### src/rtl/core/pcf_pkg.sv
// Package for the path curve flattener: command codes, controller/datapath
// command and status structs, and the constants of the curve parameter.
// No dependencies.
package pcf_pkg;

   // Path command codes carried on the op field.
   typedef enum logic [3:0] {
      OP_MOVE   = 4'd0,
      OP_LINE   = 4'd1,
      OP_HLINE  = 4'd2,
      OP_VLINE  = 4'd3,
      OP_CUBIC  = 4'd4,
      OP_SCUBIC = 4'd5,
      OP_QUAD   = 4'd6,
      OP_SQUAD  = 4'd7,
      OP_CLOSE  = 4'd8,
      OP_END    = 4'd9
   } op_type;

   // How many results a command gives.
   typedef enum logic [1:0] {
      KIND_NONE,
      KIND_SINGLE,
      KIND_CURVE
   } kind_type;

   // Curve parameter t is unsigned Q1.16, held as quotient and remainder
   // of (k*196608 + 50) / 100, which advances by 1966 rem 8 per step.
   localparam int TQ_WIDTH   = 20;
   localparam int TR_WIDTH   = 7;
   localparam int T_WIDTH    = 17;
   localparam int T_Q_STEP   = 1966;
   localparam int T_R_STEP   = 8;
   localparam int T_R_START  = 50;
   localparam int T_DIVISOR  = 100;
   localparam int T_ONE      = 65536;
   localparam int ROUND_HALF = 32768;

   // Commands from the controller to the datapath.
   typedef struct packed {
      logic capture;
      logic resolve;
      logic mul;
      logic acc;
      logic first_level;
      logic emit_pt;
      logic emit_end;
   } cmd_type;

   // Status from the datapath to the controller.
   typedef struct packed {
      kind_type kind;
      logic     cubic;
      logic     out_busy;
   } status_type;

endpackage

### src/rtl/core/pcf_ctrl.sv
// Controller state machine of the path curve flattener.
// Depends on pcf_pkg for the command and status structs.
module pcf_ctrl #(
   parameter int CURVE_STEPS = 34
) (
   input  logic               clock,
   input  logic               reset,
   input  logic               req_valid,
   output logic               req_ready,
   input  pcf_pkg::status_type status,
   output pcf_pkg::cmd_type    cmd
);

   localparam int KW = (CURVE_STEPS > 2) ? $clog2(CURVE_STEPS) : 1;

   typedef enum logic [2:0] {
      S_IDLE,
      S_PREP,
      S_MUL,
      S_ACC,
      S_EMIT_PT,
      S_EMIT_END
   } state_type;

   state_type       state_ff, state_in;
   logic [1:0]      level_ff, level_in;
   logic [KW-1:0]   k_ff, k_in;
   logic [1:0]      final_level;

   assign final_level = status.cubic ? 2'd3 : 2'd2;

   // Commands follow from the state and level, gated by req_valid and the output stall.
   assign req_ready        = (state_ff == S_IDLE);
   assign cmd.capture      = (state_ff == S_IDLE) && req_valid;
   assign cmd.resolve      = (state_ff == S_PREP);
   assign cmd.mul          = (state_ff == S_MUL);
   assign cmd.acc          = (state_ff == S_ACC);
   assign cmd.first_level  = (level_ff == 2'd1);
   assign cmd.emit_pt      = (state_ff == S_EMIT_PT) && !status.out_busy;
   assign cmd.emit_end     = (state_ff == S_EMIT_END) && !status.out_busy;

   // Next state, level and step count.
   always_comb begin
      state_in = state_ff;
      level_in = level_ff;
      k_in     = k_ff;
      unique case (state_ff)
         S_IDLE: begin
            if (req_valid) state_in = S_PREP;
         end
         S_PREP: begin
            level_in = 2'd1;
            k_in     = '0;
            unique case (status.kind)
               pcf_pkg::KIND_SINGLE: state_in = S_EMIT_END;
               pcf_pkg::KIND_CURVE:  state_in = S_MUL;
               default:              state_in = S_IDLE;
            endcase
         end
         S_MUL: state_in = S_ACC;
         S_ACC: begin
            if (level_ff == final_level) begin
               state_in = S_EMIT_PT;
            end else begin
               level_in = level_ff + 2'd1;
               state_in = S_MUL;
            end
         end
         S_EMIT_PT: begin
            if (!status.out_busy) begin
               if (k_ff == KW'(CURVE_STEPS - 1)) begin
                  state_in = S_EMIT_END;
               end else begin
                  k_in     = k_ff + KW'(1);
                  level_in = 2'd1;
                  state_in = S_MUL;
               end
            end
         end
         S_EMIT_END: begin
            if (!status.out_busy) state_in = S_IDLE;
         end
         default: state_in = S_IDLE;
      endcase
   end

   // State register.
   always_ff @(posedge clock) begin
      if (reset) begin
         state_ff <= S_IDLE;
         level_ff <= 2'd1;
         k_ff     <= '0;
      end else begin
         state_ff <= state_in;
         level_ff <= level_in;
         k_ff     <= k_in;
      end
   end

endmodule

### config.mk
export PLATFORM = sky130hd
export DESIGN_NAME = pcf_ctrl
export DESIGN_NICKNAME = d
export VERILOG_FILES = /design/src/rtl/core/pcf_pkg.sv /design/src/rtl/core/pcf_ctrl.sv
export SDC_FILE = /design/constraint.sdc
export NUM_CORES = 1
export LEC_CHECK = 0
export ABC_AREA = 0
export ABC_CLOCK_PERIOD_IN_PS = 3510
export BUFFER_PORTS_ARGS = -buffer_cell sky130_fd_sc_hd__buf_2
export CORE_UTILIZATION = 56
export DETAILED_ROUTE_END_ITERATION = 8
export PLACE_DENSITY = 0.85
export SLEW_MARGIN = 25
export SYNTH_ARGS = -nofsm -noshare
export SYNTH_HDL_FRONTEND = slang
export SYNTH_SLANG_ARGS = --single-unit
### constraint.sdc
create_clock -name clock -period 3.51 [get_ports clock]
set_clock_uncertainty 0.2 [all_clocks]
set_input_delay 0.351 -clock clock [delete_from_list [all_inputs] [get_ports clock]]
set_output_delay 0.351 -clock clock [all_outputs]
set_load 0.03 [all_outputs]
After elaboration in Yosys (flattened, before gate mapping)
Cells that the tools add are included.
{"block": "totals", "reg_bits": 11, "elab_cells": 45}
{"block": "op_classes", "n_addsub": 2, "n_eq_ne": 15, "mux": 15, "n_reduce_logical": 10}
{"cell": "one-hot mux 3 bit (6 select lines)", "count": 1}
{"cell": "2-to-1 mux 3 bit", "count": 5}
{"cell": "2-to-1 mux 6 bit", "count": 2}
{"cell": "one-hot mux 6 bit (2 select lines)", "count": 1}
{"cell": "inequality test 2 bit (second input constant)", "count": 5}
{"cell": "adder 6 x 1 -> 6 bit (second input constant)", "count": 1}
{"cell": "equality test 3 x 2 -> 1 bit (second input constant)", "count": 2}
{"cell": "equality test 3 bit (second input constant)", "count": 2}
{"cell": "equality test 6 bit (second input constant)", "count": 1}
{"cell": "2-to-1 mux 2 bit", "count": 3}
{"cell": "one-hot mux 2 bit (3 select lines)", "count": 1}
{"cell": "one-hot mux 3 bit (2 select lines)", "count": 1}
{"cell": "AND reduction 3 bit", "count": 2}
{"cell": "equality test 2 x 1 -> 1 bit (second input constant)", "count": 2}
{"cell": "AND reduction 4 bit", "count": 1}
{"cell": "equality test 3 x 1 -> 1 bit (second input constant)", "count": 1}
{"cell": "logical AND 1 bit", "count": 3}
{"cell": "logical NOT 3 bit", "count": 1}
{"cell": "nonzero test 3 bit", "count": 1}
{"cell": "adder 2 x 1 -> 2 bit (second input constant)", "count": 1}
{"cell": "equality test 2 bit", "count": 1}
{"cell": "equality test 2 bit (second input constant)", "count": 1}
{"cell": "nonzero test 2 bit", "count": 1}
{"cell": "logical NOT 1 bit", "count": 1}
{"cell": "2-to-1 mux 1 bit", "count": 1}

Longest topological paths before layout
{"block": "logic_depth", "ltp_word": 4, "depth_mapped": 6}

Least setup slack after synthesis
OpenSTA, ideal clock, no wires.
{"block": "synth_timing", "path_kind": "register -> output", "from": "reg state_ff[1]", "to": "out cmd[6] in the netlist's numbering", "t_arrival_ps": 1622, "required_ps": 2959, "slack_ps": 1337, "stages_incl_launch_ff": 4, "path_cell_list": "dfxtp_1 > buf_2 > nor3_1 > and2_1"}
{"item": "start, declared", "line": "pcf_ctrl.sv:25", "rtl": "state_type state_ff, state_in;"}
{"item": "start signal, assigned", "line": "pcf_ctrl.sv:94", "rtl": "state_ff <= state_in;"}
{"item": "end, declared", "line": "pcf_ctrl.sv:11", "rtl": "output pcf_pkg::cmd_type cmd"}

==> out/results.md <==
| Step | Parameter | Reported |
| --- | --- | --- |
| global route | Overflow left after global routing | 0 |
| logic synthesis | Sequential area share after synthesis | 28.8% |
| logic synthesis | Leading area contributor after synthesis | dfxtp_1 |
| die | Die Area | 0.00152 mm^2 |
| logic synthesis | Post-synth top flop | dfxtp_1 |
| worst setup path | Kind of start point of the critical path | register |
| clock tree | Clk_lat worst skew | 270 ps |
| timing | Highest attainable clock frequency | 483 MHz |
| logic synthesis | Mapped Cells | 88 |
| global route | Number of global-route vias before repair | 606 |
| cells and area | Net total in the final layout | 113 |
| timing | Final min period | 2070 ps |
| timing | Slew headroom | 56.7% |
| die | Die Height | 38.9 um |
| logic synthesis | Cell types with the highest counts after synthesis | dfxtp_1 (11), nand2_1 (8), nor2_1 (6), nand3_1 (5) |
| route | Routed Antenna Nets | 0 |
| worst setup path | Family with the most delay on the worst path | flip-flops |
| run | Max cap viols | 0 |
| global route | Number of antenna violations at the first check in global routing | 0 |
| logic synthesis | Number of register bits inferred by synthesis | 11 |
| worst setup path | Cells along the critical path | and2b_1, nand2b_1, inv_2, buf_2 |
| cells and area | Area added between synthesis and finish | 11.6% |
| worst setup path | Slowest cell on the critical path | dfxtp_1 |
| global route | GRT Resource Usage Total | 27.2% |
| cells and area | Number of inserted diodes | 0 |
| logic synthesis | Count of flip-flops with a built-in enable after synthesis | 0 |
| timing | Period utilisation layout | 59.0% |
| clock tree | Root Driver | clkbuf_4 |
| logic synthesis | Portion of synthesized cell area occupied by the leading cell type | 28.8% |
| worst setup path | Data required time at the worst endpoint | 2960 ps |
| worst setup path | Critical path buffer and inverter count | 2 |
| route | Number of detailed-routing iterations run before antenna repair | 4 |
| clock tree | Number of buffers inserted during clock tree synthesis | 3 |
| route | Post-Route WL | 1.66 mm |
| worst hold path | Min-Delay Path Class | in2reg |
| logic synthesis | Proportion of synthesized flip-flops having asynchronous set or reset | 0% |
| power and ir drop | Leakage power total | 0.356 nW |
| route | Detailed-route DRC error count | 0 |
| die | Initial core utilization | 64.5% |
| timing | Post-Route Setup TNS | 0 ps |
| placement | Estimated wirelength of the detail-placed design | 1.19 mm |
| power and ir drop | Cell area power density | 358 mW/mm^2 |
| cells and area | Fraction of final layout cells with drive strength greater than 1 | 25.5% |
| worst setup path | Delay of the slowest critical-path stage | 590 ps |
| clock tree | Buffer count from post-CTS setup fixing | 0 |
| route | Total number of vias | 736 |
| clock tree | Number of clock sinks seen by CTS | 11 |
| timing | Count of endpoints failing hold in the final timing report | 0 |
| route | 1st-iter DRT viols | 42 |
| die | Row cnt | 12 |
| logic synthesis | Count of synthesis-stage warnings from yosys | 0 |
| die | Horizontal die dimension | 38.9 um |
| clock tree | Post-CTS Hold Buffers | 0 |
| clock tree | Post-CTS resize count | 0 |
| status | Run status | complete, no violations |
| timing | Final-report max-slew violation count | 0 |
| clock tree | Clock edge transition at the registers on the reported setup and hold paths | 80 ps |
| timing | Final number of setup-violating endpoints | 0 |
| logic synthesis | Number of distinct library cells after synthesis | 46 |
| placement | Routability congestion estimate | 0.846 |
| clock tree | Maximum number of buffers from clock root to sink | 2 |
| global route | Maximum number of pins on one net before global-route repair | 15 |
| route | WL per Instance | 14.3 um |
| clock tree | Number of levels in the clock H-tree | 1 |
| power and ir drop | Worst vdd rail ir drop | 0.200 mV |
| logic synthesis | Synth Cell Area | 764 um^2 |
| logic synthesis | Most numerous cell in the Yosys netlist | dfxtp_1 |
| worst setup path | Critical path class | reg2out |
| timing | Slew at the pin closest to its max-slew limit | 641 ps |
| die | Core ar. | 0.00119 mm^2 |
| route | Via density per instance | 6.34 |
| die | I/O pin total | 15 |
| worst setup path | Endpoint class of the critical path | primary output |
| placement | Number of I/O port buffers | 14 |
| logic synthesis | Mean instance size in the synthesized netlist | 8.69 um^2 |
| logic synthesis | Area contributors post-synth | dfxtp_1 (29%), ha_1 (4.9%), nand2_1 (3.9%) |
| cells and area | Number of fillers in the final layout | 100 |
| worst setup path | Arrival time of data at the critical path endpoint | 1520 ps |
| global route | Global-route wire length before repair | 2.72 mm |
| clock tree | TritonCTS clock tree | done |
| timing | Unrepaired setup endpoints after global routing | false |
| logic synthesis | Post-synth net total | 98 |
| worst setup path | CP max FO | 12 |
| cells and area | Final standard cell utilization of the core | 71.9% |
[area by class of cell]
type | instances | area, um^2 | area share [%]
clock buffer | 4 | 26.3 | 3.08
inverter | 5 | 18.8 | 2.20
multi-input combinational | 68 | 500 | 58.7
sequential | 11 | 220 | 25.8
tap | 14 | 17.5 | 2.05
timing repair buffer | 14 | 70.1 | 8.21
[cells in the final DEF, fill, tap and decap left out, types with 2 or more instances in the layout]
cell type	netlist	final
nand2_1	8	8
nand3_1	5	5
ha_1	3	3
inv_1	4	4
a21oi_1	3	3
and2_1	2	2
nor3_1	4	4
nor2_1	6	6
a21o_1	3	3
a22o_1	2	2
o21a_1	2	2
dfxtp_1	11	11
buf_2	2	14
clkbuf_4	0	3
[through the flow]
step                      hold WS (ps)  cells  cell area [um^2]  worst slack, ps  total power, mW
final                              242    116               853             1440            0.305
after global routing               246    116               853             1300            0.320
after CTS                          239    116               853             1440            0.304
after detailed placement           298    112               827             1610            0.215
after global placement             281    112               827             1660            0.213
after floorplan                    268     88               764             1340            0.199
[path summary, 6_finish.rpt]
kind / from / endpoint / slack (ps) / depth (start not counted)
worst max-delay path: state_ff[2] / cmd[5] / 1440 / 4
worst min-delay path: reset / k_ff[3] / 240 / 2
worst max register to register: k_ff[0] / k_ff[0] / 1590 / 5
worst min register to register: level_ff[1] / level_ff[1] / 320 / 2
[power by group]
group          internal, mW  total [mW]  switching [mW]  leakage (nW)
clock network        0.0441      0.0921          0.0480        0.0150
logic                0.0273      0.0729          0.0457         0.252
registers             0.128       0.140          0.0118        0.0890
[worst register-to-register path, stage by stage, from the launching register on]
cell	delay (ps)
dfxtp_1	390
ha_1	190
nand2_1	90
o41ai_1	550
nor2_1	120
mux2_2	280
[cells by family after synthesis]
logic type	synth area share, %
and+or+nand+nor	31.3
adders and majority gates	4.91
DFF	28.8
buffers and inverters	5.73
muxes	1.47
xor gates and xnor gates	2.29
AOI/OAI and AO/OA	25.5
[sequential cells by signal, summed over array words and instances, names as in the netlist]
register	count
level_ff	2
k_ff	6
state_ff	3
[per-layer routing]
layer | GRT usage, % | vias to the layer above | part of all wire (%)
li1 | - | 359 | -
met1 | 36.0 | 343 | 48
met2 | 40.0 | 32 | 46
met3 | 6.94 | 2 | 6.1
met4 | 13.8 | 0 | 0.54
met5 | 0 | - | 0
Power figures use the tool's default switching activity.
